File: src/design/wfd_pkg.sv
`timescale 1ns / 1ps
`default_nettype none
// ----------------------------------------------------------------------------
// WebSocket frame decoder package
// Shared types and constants for the frame decoder: the input and result
// payload structs, the decode phase and the status codes.
// ----------------------------------------------------------------------------
package wfd_pkg;

  // Default chunk size in bytes.
  localparam int CHUNK_BYTES_DEF = 4096;

  // Width of the received byte counter and its largest value.
  localparam int SEEN_W   = 12;
  localparam int SEEN_MAX = 4095;

  // A chunk shorter than this many bytes is reported as too short.
  localparam int MIN_FRAME_BYTES = 6;

  // Depth of the result queue and its pointer width.
  localparam int RES_DEPTH = 4;
  localparam int RES_PTR_W = 2;
  localparam int RES_CNT_W = 3;

  // Header field masks and the extended length codes.
  localparam logic [7:0] FIN_MASK    = 8'h80;
  localparam logic [7:0] OPCODE_MASK = 8'h0f;
  localparam logic [7:0] LEN_MASK    = 8'h7f;
  localparam logic [6:0] LEN_EXT16   = 7'd126;
  localparam logic [6:0] LEN_EXT64   = 7'd127;

  // Decode phase within one chunk.
  typedef enum logic [2:0] {
    PH_HDR0    = 3'd0,
    PH_HDR1    = 3'd1,
    PH_KEY0    = 3'd2,
    PH_KEY1    = 3'd3,
    PH_KEY2    = 3'd4,
    PH_KEY3    = 3'd5,
    PH_PAYLOAD = 3'd6,
    PH_IGNORE  = 3'd7
  } phase_t;

  // Frame status reported on the last byte of a chunk.
  typedef enum logic [1:0] {
    ST_OK         = 2'd0,
    ST_TOO_SHORT  = 2'd1,
    ST_EXT_LENGTH = 2'd2,
    ST_INCOMPLETE = 2'd3
  } status_t;

  // Result kinds.
  localparam logic KIND_PAYLOAD = 1'b0;
  localparam logic KIND_STATUS  = 1'b1;

  // One received byte.
  typedef struct packed {
    logic [7:0] data_byte;
    logic       chunk_end;
  } item_t;

  // One result.
  typedef struct packed {
    logic       kind;
    logic [7:0] payload_byte;
    logic       fin_bit;
    logic [3:0] frame_opcode;
    logic [1:0] frame_status;
    logic [6:0] payload_len;
    logic       last_of_run;
  } result_t;

endpackage
`default_nettype wire

File: src/design/websocket_frame_decoder.sv
`timescale 1ns / 1ps
`default_nettype none
// A result is written into the result queue on the transfer of the byte that causes it.
// Throughput: one byte per cycle while results drain; a chunk-ending byte that is also a
// payload byte yields two results, which the queue absorbs; only result stalls slow input.
// The input is ready while at least two of the four result queue slots are free.
// Reset (synchronous, active high) clears the frame state and empties the result queue.
// ----------------------------------------------------------------------------
// WebSocket frame decoder
// Decodes the base header of one received chunk byte by byte, unmasks the
// payload bytes and reports a frame status on the last byte of the chunk.
// ----------------------------------------------------------------------------
module websocket_frame_decoder #(
  parameter int CHUNK_BYTES = wfd_pkg::CHUNK_BYTES_DEF
) (
  input  wire                   clk,
  input  wire                   rst,
  input  wire                   item_valid,
  output logic                  item_ready,
  input  wire wfd_pkg::item_t   item,
  output logic                  result_valid,
  input  wire                   result_ready,
  output wfd_pkg::result_t      result
);

  // Saturation value of the received byte counter.
  localparam logic [wfd_pkg::SEEN_W-1:0] SEEN_CAP =
    ((CHUNK_BYTES - 1) < wfd_pkg::SEEN_MAX) ?
    wfd_pkg::SEEN_W'(CHUNK_BYTES - 1) : wfd_pkg::SEEN_W'(wfd_pkg::SEEN_MAX);
  localparam logic [wfd_pkg::SEEN_W-1:0] SHORT_LIMIT =
    wfd_pkg::SEEN_W'(wfd_pkg::MIN_FRAME_BYTES - 1);

  // Frame state.
  wfd_pkg::phase_t             phase, phase_next;
  logic                        fin_flag, fin_flag_next;
  logic [3:0]                  opcode_reg, opcode_reg_next;
  logic                        masked_flag, masked_flag_next;
  logic [6:0]                  length_reg, length_reg_next;
  logic [31:0]                 mask_key, mask_key_next;
  logic [6:0]                  payload_count, payload_count_next;
  logic [wfd_pkg::SEEN_W-1:0]  bytes_seen, bytes_seen_next;

  // Result queue.
  wfd_pkg::result_t            res_q [wfd_pkg::RES_DEPTH];
  logic [wfd_pkg::RES_PTR_W-1:0] head, tail;
  logic [wfd_pkg::RES_CNT_W-1:0] count;

  // Decode outputs for the current byte.
  logic             item_fire, result_fire;
  logic             have_payload;
  logic [7:0]       pbyte, key_byte;
  wfd_pkg::status_t status;
  wfd_pkg::result_t res_first, res_second;
  logic [1:0]       n_results;

  // Working values before the end-of-chunk clear.
  wfd_pkg::phase_t  phase_upd;
  logic             fin_upd, masked_upd;
  logic [3:0]       opcode_upd;
  logic [6:0]       length_upd, pcount_upd;
  logic [31:0]      key_upd;

  assign item_fire    = item_valid && item_ready;
  assign result_fire  = result_valid && result_ready;
  assign item_ready   = (count <= wfd_pkg::RES_CNT_W'(wfd_pkg::RES_DEPTH - 2));
  assign result_valid = (count != '0);
  assign result       = res_q[head];

  // Header decode, key capture and payload unmasking.
  always_comb begin
    phase_upd    = phase;
    fin_upd      = fin_flag;
    opcode_upd   = opcode_reg;
    masked_upd   = masked_flag;
    length_upd   = length_reg;
    key_upd      = mask_key;
    pcount_upd   = payload_count;
    have_payload = 1'b0;
    pbyte        = '0;
    key_byte     = '0;

    case (phase)
      wfd_pkg::PH_HDR0: begin
        fin_upd    = |(item.data_byte & wfd_pkg::FIN_MASK);
        opcode_upd = 4'(item.data_byte & wfd_pkg::OPCODE_MASK);
        phase_upd  = wfd_pkg::PH_HDR1;
      end
      wfd_pkg::PH_HDR1: begin
        masked_upd = |(item.data_byte & wfd_pkg::FIN_MASK);
        length_upd = 7'(item.data_byte & wfd_pkg::LEN_MASK);
        if (length_upd == wfd_pkg::LEN_EXT16 || length_upd == wfd_pkg::LEN_EXT64) begin
          phase_upd = wfd_pkg::PH_IGNORE;
        end else if (masked_upd) begin
          phase_upd = wfd_pkg::PH_KEY0;
        end else begin
          phase_upd = wfd_pkg::PH_PAYLOAD;
        end
      end
      wfd_pkg::PH_KEY0: begin
        key_upd[31:24] = item.data_byte;
        phase_upd      = wfd_pkg::PH_KEY1;
      end
      wfd_pkg::PH_KEY1: begin
        key_upd[23:16] = item.data_byte;
        phase_upd      = wfd_pkg::PH_KEY2;
      end
      wfd_pkg::PH_KEY2: begin
        key_upd[15:8] = item.data_byte;
        phase_upd     = wfd_pkg::PH_KEY3;
      end
      wfd_pkg::PH_KEY3: begin
        key_upd[7:0] = item.data_byte;
        phase_upd    = wfd_pkg::PH_PAYLOAD;
      end
      wfd_pkg::PH_PAYLOAD: begin
        if (payload_count < length_reg) begin
          case (payload_count[1:0])
            2'd0:    key_byte = mask_key[31:24];
            2'd1:    key_byte = mask_key[23:16];
            2'd2:    key_byte = mask_key[15:8];
            default: key_byte = mask_key[7:0];
          endcase
          pbyte        = masked_flag ? (item.data_byte ^ key_byte) : item.data_byte;
          have_payload = 1'b1;
          pcount_upd   = payload_count + 7'd1;
        end
      end
      default: begin
      end
    endcase

    // Status from the updated header and payload count.
    if (bytes_seen < SHORT_LIMIT) begin
      status = wfd_pkg::ST_TOO_SHORT;
    end else if (length_upd == wfd_pkg::LEN_EXT16 || length_upd == wfd_pkg::LEN_EXT64) begin
      status = wfd_pkg::ST_EXT_LENGTH;
    end else if (pcount_upd < length_upd) begin
      status = wfd_pkg::ST_INCOMPLETE;
    end else begin
      status = wfd_pkg::ST_OK;
    end

    // Result words.
    res_second.kind         = wfd_pkg::KIND_STATUS;
    res_second.payload_byte = '0;
    res_second.fin_bit      = fin_upd;
    res_second.frame_opcode = opcode_upd;
    res_second.frame_status = status;
    res_second.payload_len  = length_upd;
    res_second.last_of_run  = 1'b1;

    if (have_payload) begin
      res_first.kind         = wfd_pkg::KIND_PAYLOAD;
      res_first.payload_byte = pbyte;
      res_first.fin_bit      = fin_upd;
      res_first.frame_opcode = opcode_upd;
      res_first.frame_status = wfd_pkg::ST_OK;
      res_first.payload_len  = length_upd;
      res_first.last_of_run  = !item.chunk_end;
    end else begin
      res_first = res_second;
    end
    n_results = {1'b0, have_payload} + {1'b0, item.chunk_end};

    // Next state; the end of a chunk clears the whole frame.
    if (item.chunk_end) begin
      phase_next         = wfd_pkg::PH_HDR0;
      fin_flag_next      = 1'b0;
      opcode_reg_next    = '0;
      masked_flag_next   = 1'b0;
      length_reg_next    = '0;
      mask_key_next      = '0;
      payload_count_next = '0;
      bytes_seen_next    = '0;
    end else begin
      phase_next         = phase_upd;
      fin_flag_next      = fin_upd;
      opcode_reg_next    = opcode_upd;
      masked_flag_next   = masked_upd;
      length_reg_next    = length_upd;
      mask_key_next      = key_upd;
      payload_count_next = pcount_upd;
      bytes_seen_next    = (bytes_seen < SEEN_CAP) ? bytes_seen + 1'b1 : bytes_seen;
    end
  end

  // Frame state registers, updated on each input transfer.
  always_ff @(posedge clk) begin
    if (rst) begin
      phase         <= wfd_pkg::PH_HDR0;
      fin_flag      <= 1'b0;
      opcode_reg    <= '0;
      masked_flag   <= 1'b0;
      length_reg    <= '0;
      mask_key      <= '0;
      payload_count <= '0;
      bytes_seen    <= '0;
    end else if (item_fire) begin
      phase         <= phase_next;
      fin_flag      <= fin_flag_next;
      opcode_reg    <= opcode_reg_next;
      masked_flag   <= masked_flag_next;
      length_reg    <= length_reg_next;
      mask_key      <= mask_key_next;
      payload_count <= payload_count_next;
      bytes_seen    <= bytes_seen_next;
    end
  end

  // Result queue storage: up to two writes per input transfer.
  always_ff @(posedge clk) begin
    if (item_fire && n_results != 2'd0) begin
      res_q[tail] <= res_first;
    end
    if (item_fire && n_results == 2'd2) begin
      res_q[tail + 1'b1] <= res_second;
    end
  end

  // Result queue pointers and fill count.
  always_ff @(posedge clk) begin
    if (rst) begin
      head  <= '0;
      tail  <= '0;
      count <= '0;
    end else begin
      if (result_fire) begin
        head <= head + 1'b1;
      end
      if (item_fire) begin
        tail <= tail + wfd_pkg::RES_PTR_W'(n_results);
      end
      count <= count + (item_fire ? wfd_pkg::RES_CNT_W'(n_results) : '0)
                     - wfd_pkg::RES_CNT_W'(result_fire);
    end
  end

  // The queue never holds more results than it has slots.
  assert property (@(posedge clk) disable iff (rst)
    count <= wfd_pkg::RES_CNT_W'(wfd_pkg::RES_DEPTH))
    else $error("result queue overflow");

  // The emitted payload count never passes the stated length.
  assert property (@(posedge clk) disable iff (rst)
    payload_count <= length_reg)
    else $error("payload count exceeds stated length");

  // A byte that ends a chunk leaves the decoder at header byte zero.
  assert property (@(posedge clk) disable iff (rst)
    item_fire && item.chunk_end |=> phase == wfd_pkg::PH_HDR0 && bytes_seen == '0)
    else $error("frame state not cleared at chunk end");

  // A status result always closes the run of its byte.
  assert property (@(posedge clk) disable iff (rst)
    result_valid && result.kind == wfd_pkg::KIND_STATUS |-> result.last_of_run)
    else $error("status result not last of run");

  // The byte counter stays within its saturation value.
  assert property (@(posedge clk) disable iff (rst)
    bytes_seen <= SEEN_CAP)
    else $error("byte counter past saturation");

endmodule
`default_nettype wire
File: config.mk
export PLATFORM = sky130hd
export DESIGN_NAME = websocket_frame_decoder
export DESIGN_NICKNAME = d
export VERILOG_FILES = /design/src/design/wfd_pkg.sv /design/src/design/websocket_frame_decoder.sv
export SDC_FILE = /design/constraint.sdc
export NUM_CORES = 1
export LEC_CHECK = 0
export ABC_AREA = 1
export BUFFER_PORTS_ARGS = -buffer_cell sky130_fd_sc_hd__buf_2
export CORE_MARGIN = 5
export CORE_UTILIZATION = 25
export DETAILED_ROUTE_END_ITERATION = 10
export SLEW_MARGIN = 30
export SYNTH_ARGS = -nofsm -noshare
export SYNTH_HDL_FRONTEND = slang
export SYNTH_SLANG_ARGS = --single-unit
File: constraint.sdc
create_clock -name clk -period 3.35 [get_ports clk]
set_input_delay 0.67 -clock clk [delete_from_list [all_inputs] [get_ports clk]]
set_output_delay 0.67 -clock clk [all_outputs]
set_load 0.03 [all_outputs]
### After elaboration in Yosys (flattened, before gate mapping)

Memories as Yosys holds them, arrays and structs flattened. A register that Yosys moved wholly into a read port is not among the register bits.
Cells that the tools add are included.

| storage, ports and cells | value |
|---|---|
| memory bits (writable) | 96 |
| bits of input ports | 13 |
| memories | 1 |
| bits in registers | 74 |
| output and inout port bits | 26 |
| memory bits (read-only) | 0 |
| word-level logic and storage cells | 108 |
| latch bits | 0 |

| operators by class | value |
|---|---|
| $lt $le $gt $ge | 5 |
| add/sub/neg operators | 8 |
| reduce and logical (&&, ||, !) cells | 25 |
| equality and inequality tests | 13 |
| bitwise gates (word level) | 1 |
| muxes and demuxes | 41 |
| shift-type cells | 0 |
| multipliers | 0 |
| div/mod/pow operators | 0 |

Memories:

| name | depth | bits a word | read ports | clocked after memory_dff | write ports | line | source |
|---|---|---|---|---|---|---|---|
| res_q | 4 | 24 | 1 | 1 | 2 | websocket_frame_decoder.sv:44 | `wfd_pkg::result_t res_q [wfd_pkg::RES_DEPTH];` |

Operator list:

| kind | count |
|---|---|
| 8-bit 2-to-1 mux | 9 |
| 7-bit 2-to-1 mux | 5 |
| 32-bit 2-to-1 mux | 1 |
| 7-bit == test (second input constant) | 4 |
| 12-bit 2-to-1 mux | 2 |
| 24-bit 2-to-1 mux | 1 |
| 8-bit one-hot mux with 3 select lines | 1 |
| 3-bit one-hot mux with 6 select lines | 1 |
| 7-bit < comparator | 2 |
| 2-bit AND reduction | 7 |
| 2-bit nonzero test | 7 |
| 12-bit by 1-bit adder with 12-bit output (second input constant) | 1 |
| 12-bit < comparator (second input constant) | 1 |
| 12-bit by 3-bit < comparator with 1-bit output (second input constant) | 1 |
| 2-bit 2-to-1 mux | 6 |
| 1-bit 2-to-1 mux | 10 |
| 3-bit == test (second input constant) | 3 |
| 3-bit 2-to-1 mux | 3 |
| 4-bit 2-to-1 mux | 2 |
| 8-bit XOR | 1 |
| 7-bit by 1-bit adder with 7-bit output (second input constant) | 1 |
| 7-bit nonzero test | 1 |
| 3-bit by 2-bit == test with 1-bit output (second input constant) | 2 |
| 2-bit by 1-bit adder with 2-bit output (second input constant) | 2 |
| other kinds (14) | 19 |

### Longest topological paths before layout

| depth | value |
|---|---|
| word-level depth | 9 |
| mapped depth | 21 |
| mapped depth without buffers | 21 |

### Worst setup path after synthesis

No wires, ideal clock.

| timing | value |
|---|---|
| path type | flip-flop to flip-flop |
| start | reg length_reg[2] |
| end | reg count[2] (netlist name) |
| data arrival time | 2593 ps |
| required time | 3222 ps |
| setup time | 128 ps |
| slack | 629 ps |
| clock period less this slack | 2721 ps |
| stages on the path, launching flop included | 18 |
| path buffers | 1 |
| cells stage by stage | dfxtp_1 > inv_1 > ha_1 > a21oi_1 > nand2_1 > nand2_1 > nand2_2 > buf_6 > ha_1 > nand2_1 > ha_1 > inv_1 > ha_1 > inv_1 > fa_1 > xor2_1 > inv_1 > nor2_1 |

| on the way | value |
|---|---|
| cells in the longest elaborated chain, start to end | 7 |

RTL lines:

| item | line | source |
|---|---|---|
| start: declaration | websocket_frame_decoder.sv:38 | `logic [6:0] length_reg, length_reg_next;` |
| start signal: assignment | websocket_frame_decoder.sv:203 | `length_reg <= length_reg_next;` |
| 7-bit < comparator | websocket_frame_decoder.sv:116 | `if (payload_count < length_reg) begin` |
| 1-bit 2-to-1 mux | websocket_frame_decoder.sv:116 |  |
| 1-bit 2-to-1 mux | websocket_frame_decoder.sv:82 | `case (phase)` |
| 1-bit by 1-bit adder with 2-bit output | websocket_frame_decoder.sv:163 | `n_results = {1'b0, have_payload} + {1'b0, item.chunk_end};` |
| 2-bit 2-to-1 mux | websocket_frame_decoder.sv:233 | `count <= count + (item_fire ? wfd_pkg::RES_CNT_W'(n_results) : '0)` |
| 3-bit by 2-bit adder with 3-bit output | websocket_frame_decoder.sv:233 |  |
| 3-bit by 1-bit subtractor with 3-bit output | websocket_frame_decoder.sv:234 | `- wfd_pkg::RES_CNT_W'(result_fire);` |
| end signal: assignment | websocket_frame_decoder.sv:233 |  |
| end: declaration | websocket_frame_decoder.sv:46 | `logic [wfd_pkg::RES_CNT_W-1:0] count;` |

Every way passes these cells.
A chain may end at the register's enable or synchronous reset.

==> results.md <==
* Outcome: finished, final reports clean
* GR Overflow Total at 0
* Number of distinct library cells after synthesis at 35
* Post-CTS sizing at 0
* Die height at roughly 190 um
* P per Cell Area at approximately 630 nW/um^2
* Detailed Route Iter0 Violations at a little under 400
* Share of layout cells above drive strength 1 at 12.9%
* Fmax at 0.350 GHz
* Drc violations at 0
* Max reg flops at 96
* Reg with most FFs: res_q
* WS Path Type: reg2reg
* CP Cell Sequence: inv_1, ha_1, a21oi_1, nand2_1, nand2_1, nand2_2, buf_4, nor2_1, xor2_1, ha_1, a21oi_1, nand2_1, nand2_2, nand2_1, nand2_1, nand2_2, nor2_1
* Final Hold Violating Endpoints at 0
* GRT Util Overall at approximately an eighth
* Top-count cell post-synth: nor2_1
* Slowest cell delay on critical path at ~0.34 ns
* Tcrit/Tclk final at roughly 85%
* Clock skew at roughly 0.012 ns
* Prevailing post-synth register cell: dfxtp_1
* Synthesized area at around 8100 um^2
* Routed len/inst at around 15 um
* Syn Inst Count at approximately 1,000
* Max Cap Viol at 0
* Final ANT Viol Nets at 0
* Core Rows at 65
* Core area at roughly 32,000 um^2
* Leading post-synthesis cells by cell area: dfxtp_1, edfxtp_1, nor2_1
* WP data arrival at about 3.2 ns
* Hold Crit Start: res_q[2][23]
* TritonCTS Buffers at 17
* Utilization after layout at between 20% and 30%
* Critical path's slowest cell: dfxtp_1
* Most frequent cell on the critical path: nand2_1
* Post-DR vias/cell at between 4 and 5
* Initial antenna violation count at 2
* Worst r2r src: length_reg[2]
* Pin count of the biggest net entering global routing at 49
* First element of the critical path: length_reg[2]
* Rel. slew slack at 47.5%
* Top flop regs: res_q (96), mask_key (32), bytes_seen (12)
* EDFF count, synth at 56
* FFs w/ async S/R, synth at 0%
* Syn nets at 1,046
* Worst min-delay path class: reg2reg
* Die area at about 36,000 um^2
* VDD IR max at about 0.33 mV
* Setup crit end kind: flop
* WL final at roughly 22,000 um
* Hold path cells at 2
* Mapped Avg Cell Area at between 7 and 8 um^2
* Final min period at roughly 2.9 ns
* Drt pass-1 iters at 5
* Worst-Margin Slew at around 0.78 ns
* Number of inserted diodes at 0
* Via count at around 6,800
* Crit-path max FO at 14
* Sequential-to-total area share from yosys stat at between 40 and 50%
* P_leak at 3.52 nW
* Post-cts hold buffer count at 0
* Critical Path RT at between 3 and 4 ns
* Reg clk slew, reported paths at 0.07 ns
* First-pass GRT wire length at 34,800 um
* CTS H-Tree Depth at 4
* Critical path startpoint category: flop
* Largest area contributor in the netlist: dfxtp_1
* IO Pins at 39
* Fin. max-slew vios at 0
* Reg2reg path depth at 17
* Post-CTS setup buffer count at 0
* CTS sink cnt at approximately 170
* Top cell type's share of synthesized area at around 29%
* Clock latency on the worst-skew pair at about 0.43 ns
* Area grow syn2layout at 14.4%
* Most frequent cells after synthesis: nor2_1, nand2_1, dfxtp_1, o21ai_0, a21oi_1
* Setup TNS at 0 ns
* Port bufs at 38
* HPWL after detailed placement at 15,000 um
* CTS tree: done
* Count of final setup violators at 0
* Max clock buf depth at 2
* Effective utilization at floorplan at approximately a quarter
* Routability cong. at roughly 0.82
* Nets@finish at between 1,000 and 1,500
* Synthesis warning total at 0
* Die width at 190 um
* Vias in the first global route at between 6,000 and 7,000
* Synthesized flop and latch total at between 150 and 200
* CTS Root Buffer Type: clkbuf_16
* RSZ-0062 raised after global routing: no
==> area by class of cell <==
cell class | count | area, um^2
Clock buffer | 17 | 425
Fill cell | 3399 | 22500
Tap cell | 402 | 503
Sequential cell | 172 | 4000
Multi-Input combinational cell | 716 | 3550
Inverter | 78 | 294
Clock inverter | 15 | 126
Timing Repair Buffer | 52 | 308
==> per-layer routing <==
metal	up-vias	global-route usage, %	wire length [um]
met5	-	0	14
met4	4	3.42	325
met3	28	2.67	956
met2	137	19.5	9990
met1	3188	16.3	10200
li1	3438	-	-
==> critical path, delay by kind of cell, from the launching register on <==
kind            cells  cell delay (ns)
buf+inv             2             0.27
fa+ha+maj           2             0.59
simple gates       10             0.97
flops               1             0.34
xor+xnor            1             0.24
compound gates      2             0.31
==> placed cells by master (no fill, tap or decap), drive strengths merged <==
cell,instances
nor2,207
nand2,165
o21ai,150
dfxtp,116
a21oi,82
inv,82
edfxtp,56
buf,52
ha,25
o22ai,24
nor3,23
clkbuf,17
nand3,12
xor2,10
a31o,8
clkinv,8
nand4,3
clkinvlp,3
nor4,2
a211oi,2
xnor2,1
o2111ai,1
fa,1
==> worst paths after layout <==
kind	to	slack, ns
max	res_q[3][9]	0.49
min	res_q[2][23]	0.45
max reg2reg	res_q[3][9]	0.49
min reg2reg	res_q[2][23]	0.45
==> cells by family after synthesis <==
| logic type | Yosys count | share of synthesized area [%] |
|---|---|---|
| buffers and inverters | 119 | 6.20 |
| AOI/OAI and AO/OA | 267 | 17.8 |
| and+or+nand+nor | 412 | 21.0 |
| xor gates and xnor gates | 11 | 1.20 |
| adders and majority gates | 26 | 4.13 |
| DFF | 172 | 49.7 |
==> power breakdown <==
| group | internal [W] | switching (W) | total, W |
|---|---|---|---|
| clock | 0.000974 | 0.000892 | 0.00187 |
| combinational | 0.000423 | 0.00111 | 0.00153 |
| sequential | 0.00231 | 0.0000918 | 0.00240 |
==> stage by stage <==
step                      cell area, um^2  worst slack [ns]  power, W  hold slack, ns  instances
after floorplan                      8060             0.629   0.00351           0.422       1007
after global placement               8660             0.610   0.00398           0.438       1420
after detailed placement             8660             0.557   0.00399           0.440       1420
after CTS                            9210             0.509   0.00586           0.454       1452
after global routing                 9210             0.166   0.00613           0.475       1452
final                                9210             0.492   0.00580           0.453       1452
Power figures use the tool's default switching activity.
